`src/rtl/http_frame_boundary_finder_macros.svh`:
```
// assertion helpers shared by the rtl
`ifndef HTTP_FRAME_BOUNDARY_FINDER_MACROS_SVH
`define HTTP_FRAME_BOUNDARY_FINDER_MACROS_SVH

// same-cycle implication, ignored while in reset
`define HFBF_ASSERT_NOW(label, clk, rstn, ante, cons) \
    label: assert property (@(posedge clk) disable iff (!(rstn)) (ante) |-> (cons)) \
        else $error("hfbf same-cycle check failed");

// next-cycle implication, ignored while in reset
`define HFBF_ASSERT_NEXT(label, clk, rstn, ante, cons) \
    label: assert property (@(posedge clk) disable iff (!(rstn)) (ante) |=> (cons)) \
        else $error("hfbf next-cycle check failed");

`endif

```
`src/rtl/hfbf_pkg.sv`:
```
package hfbf_pkg;

    // width of the tracked buffer position
    localparam int POS_W = 32;
    // width of the offset and frame start ports
    localparam int OFFSET_W = 32;

    localparam int HIST_W = 64;
    localparam int WIN_W  = HIST_W + 8;
    localparam int FILL_W = 3;
    localparam int OFF_W  = 4;

    typedef logic [1:0] kind_t;
    localparam kind_t KIND_REQUEST  = 2'd0;
    localparam kind_t KIND_RESPONSE = 2'd1;

    // crlfcrlf, last byte in the low lane
    localparam logic [31:0] MARKER = 32'h0D0A_0D0A;
    localparam logic [FILL_W-1:0] MARKER_FILL = FILL_W'(3);

    localparam int NUM_REQ  = 9;
    localparam int NUM_RESP = 2;

    // patterns right aligned, last character in the low byte
    localparam logic [WIN_W-1:0] REQ_PAT [NUM_REQ] = '{
        WIN_W'("GET "), WIN_W'("HEAD "), WIN_W'("POST "), WIN_W'("PUT "),
        WIN_W'("DELETE "), WIN_W'("CONNECT "), WIN_W'("OPTIONS "),
        WIN_W'("TRACE "), WIN_W'("PATCH ")
    };
    localparam int REQ_LEN [NUM_REQ] = '{4, 5, 5, 4, 7, 8, 8, 6, 6};

    localparam logic [WIN_W-1:0] RESP_PAT [NUM_RESP] = '{
        WIN_W'("HTTP/1.1 "), WIN_W'("HTTP/1.0 ")
    };
    localparam int RESP_LEN [NUM_RESP] = '{9, 9};

    typedef struct packed {
        logic             hit;
        logic [OFF_W-1:0] off;   // distance back to the pattern start
    } hit_t;

    function automatic logic [WIN_W-1:0] len_mask(input int len);
        return {WIN_W{1'b1}} >> (WIN_W - 8 * len);
    endfunction

    // nearest pattern start among all patterns that end on this byte
    function automatic hit_t pick_start(input logic [WIN_W-1:0] win, input kind_t kind);
        hit_t r;
        r.hit = 1'b0;
        r.off = '0;
        case (kind)
            KIND_REQUEST: begin
                for (int i = 0; i < NUM_REQ; i++) begin
                    if ((win & len_mask(REQ_LEN[i])) == REQ_PAT[i] &&
                        (!r.hit || OFF_W'(REQ_LEN[i] - 1) < r.off)) begin
                        r.hit = 1'b1;
                        r.off = OFF_W'(REQ_LEN[i] - 1);
                    end
                end
            end
            KIND_RESPONSE: begin
                for (int i = 0; i < NUM_RESP; i++) begin
                    if ((win & len_mask(RESP_LEN[i])) == RESP_PAT[i] &&
                        (!r.hit || OFF_W'(RESP_LEN[i] - 1) < r.off)) begin
                        r.hit = 1'b1;
                        r.off = OFF_W'(RESP_LEN[i] - 1);
                    end
                end
            end
            default: begin
                r.hit = 1'b0;
            end
        endcase
        return r;
    endfunction

endpackage

```
`src/rtl/http_frame_boundary_finder.sv`:
```
// Scans a buffer one byte per transaction and reports where the HTTP message
// starts: the latest request-method or response-version pattern that lies in
// the first CRLFCRLF-terminated segment holding one. A transaction with
// s_first_byte set begins a new search at s_start_offset; later bytes count up
// from there, saturating at the top of the position range. One result comes
// out per search: found with the pattern start when a marker closes such a
// segment, or not-found (frame_start 0) at the byte flagged s_last_byte.
// Bytes after a result are dropped until the next first byte. cfg_data picks
// the pattern set (0 request, 1 response, other values never match); the user
// must write it only while the block is idle, which the block does not enforce.
// Throughput is one byte per clock while the result receiver keeps up; a byte
// goes through an input register and a compare/update stage that loads the
// output register, from which its result is presented. While a result waits
// on a stalled receiver the byte held in the input register waits too, and
// s_ready stays low until m_ready returns. The single-cycle limit is the
// compare stage: window compare, one position subtract and the latest-start compare.
`include "http_frame_boundary_finder_macros.svh"

module http_frame_boundary_finder (
    input  logic        aclk,
    input  logic        aresetn,
    // configuration write
    input  logic        cfg_valid,
    output logic        cfg_ready,
    input  logic [1:0]  cfg_data,
    // byte input
    input  logic        s_valid,
    output logic        s_ready,
    input  logic [7:0]  s_data_byte,
    input  logic        s_first_byte,
    input  logic [31:0] s_start_offset,
    input  logic        s_last_byte,
    // result output
    output logic        m_valid,
    input  logic        m_ready,
    output logic        m_found,
    output logic [31:0] m_frame_start
);

    localparam int POS_W  = hfbf_pkg::POS_W;
    localparam int HIST_W = hfbf_pkg::HIST_W;
    localparam int FILL_W = hfbf_pkg::FILL_W;

    // message kind register
    hfbf_pkg::kind_t kind_reg;

    // input stage
    logic             in_valid_reg, in_valid_next;
    logic [7:0]       in_byte_reg;
    logic             in_first_reg;
    logic             in_last_reg;
    logic [POS_W-1:0] pos_reg, pos_next;   // position of the latest byte taken

    // search state
    logic [HIST_W-1:0] hist_reg, hist_next;
    logic [FILL_W-1:0] fill_reg, fill_next;
    logic [POS_W-1:0]  best_reg, best_next;
    logic              best_valid_reg, best_valid_next;
    logic              done_reg, done_next;

    // output register
    logic              m_valid_reg, m_valid_next;
    logic              m_found_reg, m_found_next;
    logic [31:0]       m_start_reg, m_start_next;

    logic s_accept;
    logic proc_fire;
    logic out_load;

    // values seen by the compare stage once a first byte has cleared them
    logic [HIST_W-1:0] hist_eff;
    logic [FILL_W-1:0] fill_eff;
    logic [POS_W-1:0]  best_eff;
    logic              best_valid_eff;
    logic              done_eff;

    hfbf_pkg::hit_t    hit;
    logic [POS_W-1:0]  cand;
    logic [POS_W-1:0]  off_ext;
    logic              marker;

    // configuration is always taken
    assign cfg_ready = 1'b1;

    // stage moves when the output register is empty or being drained
    assign proc_fire = in_valid_reg && (!m_valid_reg || m_ready);
    assign s_ready   = !in_valid_reg || proc_fire;
    assign s_accept  = s_valid && s_ready;

    assign m_valid       = m_valid_reg;
    assign m_found       = m_found_reg;
    assign m_frame_start = m_start_reg;

    // position bookkeeping, independent of search state
    always_comb begin
        if (s_first_byte) begin
            pos_next = POS_W'(s_start_offset);
        end else if (pos_reg == {POS_W{1'b1}}) begin
            pos_next = pos_reg;
        end else begin
            pos_next = pos_reg + POS_W'(1);
        end
    end

    always_comb begin
        if (s_accept) begin
            in_valid_next = 1'b1;
        end else if (proc_fire) begin
            in_valid_next = 1'b0;
        end else begin
            in_valid_next = in_valid_reg;
        end
    end

    // first byte wipes segment and done state before this byte is judged
    assign hist_eff       = in_first_reg ? '0 : hist_reg;
    assign fill_eff       = in_first_reg ? '0 : fill_reg;
    assign best_eff       = in_first_reg ? '0 : best_reg;
    assign best_valid_eff = in_first_reg ? 1'b0 : best_valid_reg;
    assign done_eff       = in_first_reg ? 1'b0 : done_reg;

    // pattern hits over the history plus current byte
    assign hit     = hfbf_pkg::pick_start({hist_eff, in_byte_reg}, kind_reg);
    assign off_ext = POS_W'(hit.off);
    assign cand    = (pos_reg >= off_ext) ? pos_reg - off_ext : '0;

    assign marker = (fill_eff >= hfbf_pkg::MARKER_FILL) &&
                    ({hist_eff[23:0], in_byte_reg} == hfbf_pkg::MARKER);

    // search update and result
    always_comb begin
        hist_next       = hist_eff;
        fill_next       = fill_eff;
        best_next       = best_eff;
        best_valid_next = best_valid_eff;
        done_next       = done_eff;
        out_load        = 1'b0;
        m_found_next    = 1'b0;
        m_start_next    = '0;
        if (!done_eff) begin
            // keep the latest start in the segment
            if (hit.hit && (!best_valid_eff || cand >= best_eff)) begin
                best_next       = cand;
                best_valid_next = 1'b1;
            end
            if (marker && best_valid_next) begin
                out_load     = 1'b1;
                m_found_next = 1'b1;
                m_start_next = 32'(best_next);
                done_next    = 1'b1;
            end else begin
                if (marker) begin
                    // empty segment, start over after the marker
                    hist_next       = '0;
                    fill_next       = '0;
                    best_next       = '0;
                    best_valid_next = 1'b0;
                end else begin
                    hist_next = {hist_eff[HIST_W-9:0], in_byte_reg};
                    if (fill_eff != {FILL_W{1'b1}}) begin
                        fill_next = fill_eff + FILL_W'(1);
                    end
                end
                if (in_last_reg) begin
                    // not-found
                    out_load  = 1'b1;
                    done_next = 1'b1;
                end
            end
        end
    end

    always_comb begin
        if (proc_fire) begin
            m_valid_next = out_load;
        end else if (m_ready) begin
            m_valid_next = 1'b0;
        end else begin
            m_valid_next = m_valid_reg;
        end
    end

    always_ff @(posedge aclk) begin
        if (!aresetn) begin
            kind_reg       <= hfbf_pkg::KIND_REQUEST;
            in_valid_reg   <= 1'b0;
            pos_reg        <= '0;
            hist_reg       <= '0;
            fill_reg       <= '0;
            best_reg       <= '0;
            best_valid_reg <= 1'b0;
            done_reg       <= 1'b0;
            m_valid_reg    <= 1'b0;
        end else begin
            if (cfg_valid && cfg_ready) begin
                kind_reg <= cfg_data;
            end
            in_valid_reg <= in_valid_next;
            m_valid_reg  <= m_valid_next;
            if (s_accept) begin
                pos_reg <= pos_next;
            end
            if (proc_fire) begin
                hist_reg       <= hist_next;
                fill_reg       <= fill_next;
                best_reg       <= best_next;
                best_valid_reg <= best_valid_next;
                done_reg       <= done_next;
            end
        end
    end

    // payload registers
    always_ff @(posedge aclk) begin
        if (s_accept) begin
            in_byte_reg  <= s_data_byte;
            in_first_reg <= s_first_byte;
            in_last_reg  <= s_last_byte;
        end
        if (proc_fire && out_load) begin
            m_found_reg <= m_found_next;
            m_start_reg <= m_start_next;
        end
    end

    // a pending result always belongs to a finished search
    `HFBF_ASSERT_NOW(a_result_means_done, aclk, aresetn, m_valid_reg, done_reg)
    // bytes of a finished search never produce a result
    `HFBF_ASSERT_NEXT(a_done_is_silent, aclk, aresetn,
        proc_fire && done_reg && !in_first_reg, !m_valid_reg)
    // a full input stage behind a stalled output takes nothing new
    `HFBF_ASSERT_NOW(a_stall_blocks_input, aclk, aresetn,
        in_valid_reg && m_valid_reg && !m_ready, !s_ready)
    // found is only reported with a recorded pattern start
    `HFBF_ASSERT_NOW(a_found_has_start, aclk, aresetn,
        proc_fire && out_load && m_found_next, best_valid_next)

endmodule

```
`config.mk`:
```
export PLATFORM = sky130hd
export DESIGN_NAME = http_frame_boundary_finder
export DESIGN_NICKNAME = d
export VERILOG_FILES = /design/src/rtl/hfbf_pkg.sv /design/src/rtl/http_frame_boundary_finder.sv
export VERILOG_INCLUDE_DIRS = /design/src /design/src/rtl
export SDC_FILE = /design/constraint.sdc
export NUM_CORES = 1
export LEC_CHECK = 0
export ABC_AREA = 0
export BUFFER_PORTS_ARGS = -buffer_cell sky130_fd_sc_hd__buf_4
export CAP_MARGIN = 20
export CELL_PAD_IN_SITES_DETAIL_PLACEMENT = 2
export CELL_PAD_IN_SITES_GLOBAL_PLACEMENT = 2
export CORE_ASPECT_RATIO = 0.8
export CORE_MARGIN = 3
export CORE_UTILIZATION = 40
export CTS_CLUSTER_SIZE = 30
export DETAILED_ROUTE_END_ITERATION = 10
export GPL_ROUTABILITY_DRIVEN = 0
export GPL_TIMING_DRIVEN = 0
export HOLD_SLACK_MARGIN = 0.1
export PLACE_DENSITY = 0.87
export SYNTH_ARGS = -nofsm -noshare
export SYNTH_HDL_FRONTEND = slang
export SYNTH_SLANG_ARGS = --single-unit
export TNS_END_PERCENT = 100
```
`constraint.sdc`:
```
create_clock -name aclk -period 9.7 [get_ports aclk]
set_input_delay 0.97 -clock aclk [delete_from_list [all_inputs] [get_ports aclk]]
set_output_delay 0.97 -clock aclk [all_outputs]
set_load 0.01 [all_outputs]
```
==> impl_metrics.yaml <==
finish:
  drive_gt1_share_pct: 11.4
  area_growth_pct: 14.4
  multi_input_area_um2: 6930
  nets: 1670
  antenna_cells: 0
  fill_cells: 3255
  ff_latch_area_um2: 4030
  final_core_util_pct: 46.8
  largest_reg_flops: 64
clock_tree:
  path_clk_slew_ns: 0.08
  htreeDepth: 4
  cts_tree: "built"
  root_buffer: "clkbuf_16"
  clockBufferDepth: 2
  cts_hold_buf: 0
  cts-resized-gates: 0
  worstSkewPairLatency_ns: 0.47
  cts_sinks: 180
  cts_setup_buffers: 0
  cts_buffers: 17
detailed_routing:
  antenna_left: 0
  routedWlPerCell_um: 28.1
  firstDrtPassIters: 5
  via_count: 13300
  drc: 0
  viasPerCell: 6.76
  totalWireLength_um: 55300
  drt_iter0_markers: 1544
synthesis:
  avgSynthCellArea_um2: 7.91
  synth-simple-area-share_pct: 27.1
  synth.mux.area_fraction_pct: 0.813
  yosysUniqueCellTypes: 81
  synth-seq-cells: 180
  async_reset_ff_share_pct: 0
  synth_edf_count: 43
  ys_dominant_reg_cell: "dfxtp_1"
  synth.cell_area_um2: 11700
  yosys.area_share.adder_pct: 4.24
  syn_nets: 1566
  synth-xor-area-share_pct: 1.57
  syn-instance-count: 1478
  synth_compound_area_share_pct: 25.5
  ys_seq_area_share_pct: 34.5
  synth_top_family_by_area: "simple AND/OR/NAND/NOR gates"
  yosysWarnings: 0
global_route:
  grt_pass1_vias: 13600
  grt_max_degree: 35
  grt_pass1_wl_um: 84800
  grt_usage_pct: 34.8
  grt_overflow: 0
  antenna_found_initial: 1
place:
  port_buffers: 83
  place.detailed.hpwl_um: 40100
sta:
  worst_pin_slew_ns: 1.16
  rsz0062_at_grt: "no"
  fmax_mhz: 114
  finalSetupViolCount: 0
  hold_violations: 0
  fin_setup_tns_ns: 0
  period_share_pct: 90.2
  slew_violations: 0
  slew_headroom_pct: 21.2
  min_period_ns: 8.75
  skew_ns: 0.0130
setup_path:
  crit_fanout: 10
  rrSetupSlack_ns: 0.95
  path_delay_family: "simple AND/OR/NAND/NOR gates"
  cp-start-kind: "register"
  regToRegEndpoint: "m_frame_start[30]$_SDFFCE_PP0P_"
  cp.required_ns: 9.95
  crit_type: "register to register"
  cp_num_buf_inv: 6
  slowest_delay_ns: 0.88
  cp-end-kind: "register"
  worst_path_max_delay_cell: "nor4b_1"
  cp.arrival_ns: 8.99
  r2r-start: "in_first_reg$_DFFE_PP_"
  reg2reg_depth: 27
hold_path:
  hold_path.class: "register to register"
  hold_depth: 2
  whs_endpoint: "hist_reg[59]$_SDFFE_PN0P_"
  min_from: "hist_reg[59]$_SDFFE_PN0P_"
floorplan:
  core-area_um2: 28600
  die_height_um: 159
  die_area_um2: 31300
  start_util_pct: 40.9
  rows: 55
  pin_count: 85
  die_x_um: 197
pwr:
  power_frac_seq_pct: 43.6
  powerDensity_nw_per_um2: 140
  power_leakage_uw: 0.00444
  irDropWorstVdd_uv: 134
  p_int_uw: 1250
  p_switching_uw: 613
  combinationalPowerShare_pct: 17.0
  p_sw_share_pct: 32.8
  clockPowerShare_pct: 39.4
flow_run:
  cap_violations: 0
status:
  status: "complete, no violations"
worst register-to-register path, stage by stage (launching register included):
cell and delay [ns]:
edfxtp_1 0.37, buf_2 0.25, buf_4 0.26, nor4b_1 0.88, nand4b_1 0.29, or3_1 0.50
nor4_1 0.31, a31oi_1 0.14, a31oi_1 0.23, ha_1 0.23, inv_1 0.07, fa_1 0.43
a21oi_1 0.28, o2111ai_1 0.36, nor2_1 0.31, and2_1 0.17, clkbuf_1 0.30, buf_2 0.29
nor2_1 0.13, ha_1 0.36, nand4_1 0.19, nor3_1 0.42, nand2_1 0.17, o2111ai_1 0.35
or2_2 0.20, clkbuf_1 0.51, nand3_1 0.20, a21oi_1 0.34
how the worst max path moves through the flow:
stage	startpoint	endpoint	slack [ns]	cells after the start
floorplan	in_first_reg$_DFFE_PP_	m_frame_start[26]$_SDFFCE_PP0P_	3.54	28
global placement	in_first_reg$_DFFE_PP_	best_reg[16]$_SDFFE_PN0P_	1.67	28
detailed placement	in_first_reg$_DFFE_PP_	m_frame_start[7]$_SDFFCE_PP0P_	1.42	27
CTS	in_first_reg$_DFFE_PP_	m_frame_start[7]$_SDFFCE_PP0P_	1.26	27
global route	in_first_reg$_DFFE_PP_	m_frame_start[7]$_SDFFCE_PP0P_	0.44	28
finish	in_first_reg$_DFFE_PP_	m_frame_start[30]$_SDFFCE_PP0P_	0.95	27
cells in the mapped netlist (all sizes together), types with 10 or more instances:
cell	n	area share (%)
nor3	41	1.9
o21ai	138	5.9
nor2	130	4.2
and3	11	0.63
nor2b	48	2.6
a31oi	47	2.5
ha	38	4.1
nand4b	13	0.97
a22oi	12	0.77
nand2	108	3.5
nor4b	18	1.4
a32oi	38	2.8
nand4	28	1.5
nand2b	11	0.59
dfxtp	137	23
nor4	33	1.8
inv	44	1.4
or2	10	0.54
buf	30	1.6
xnor2	16	1.2
a211oi	17	1.1
nor3b	13	0.83
nand3	72	3.1
edfxtp	43	11
o31ai	36	2.3
or3	12	0.68
clkbuf	102	3.3
a21oi	108	4.6
metal layers:
layer | share of wire [%] | GRT usage [%]
met1 | 45 | 50.2
met5 | 0.014 | 0
met3 | 8.8 | 7.19
met4 | 1.9 | 8.94
met2 | 44 | 52.9
through the flow:
| stage | cells | cell area [µm²] | setup slack, ns | hold WS (ns) | total power, µW |
|---|---|---|---|---|---|
| after CTS | 1964 | 13400 | 1.26 | 0.496 | 1860 |
| after global placement | 1931 | 12800 | 1.67 | 0.467 | 1110 |
| after floorplan | 1478 | 11700 | 3.54 | 0.452 | 1010 |
| after detailed placement | 1932 | 12800 | 1.42 | 0.485 | 1130 |
| final | 1965 | 13400 | 0.955 | 0.495 | 1870 |
| after global routing | 1965 | 13400 | 0.439 | 0.544 | 1930 |
power groups by stage:
stage               Sequential [µW]  Combinational, µW  Clock, µW
floorplan                       820                192          0
global placement                827                284          0
detailed placement              829                303          0
CTS                             813                309        736
global route                    816                345        767
finish                          815                318        735
final cells by class:
type	instances	area share, %
Buffer	132	4.26
Clock buffer	18	3.37
Clock inverter	14	0.973
Inverter	44	1.23
Multi-Input combinational cell	1122	51.8
Sequential cell	180	30.2
Tap cell	370	3.46
Timing Repair Buffer	85	4.75
placed cells by master, fill, tap and decap left out, types with 38 or more instances in the layout:
master,synthesis,routed
a21oi_1,108,108
a31oi_1,47,47
a32oi_1,38,38
buf_4,8,92
clkbuf_1,101,101
dfxtp_1,137,137
edfxtp_1,43,43
ha_1,38,38
inv_1,44,44
nand2_1,108,108
nand3_1,72,72
nor2_1,130,130
nor2b_1,48,48
nor3_1,40,40
o21ai_0,137,137
kinds of logic (layout without fill, tap and decap cells):
family                   after synthesis  after routing
AND/OR/NAND/NOR                      588            588
flip-flops                           180            180
buffers and inverters                176            293
XOR/XNOR                              21             21
AO/OA/AOI/OAI                        464            464
other                                  1              1
adder cells (fa/ha/maj)               39             39
multiplexers                           9              9
No activity file was read; power rests on OpenSTA's default activity.
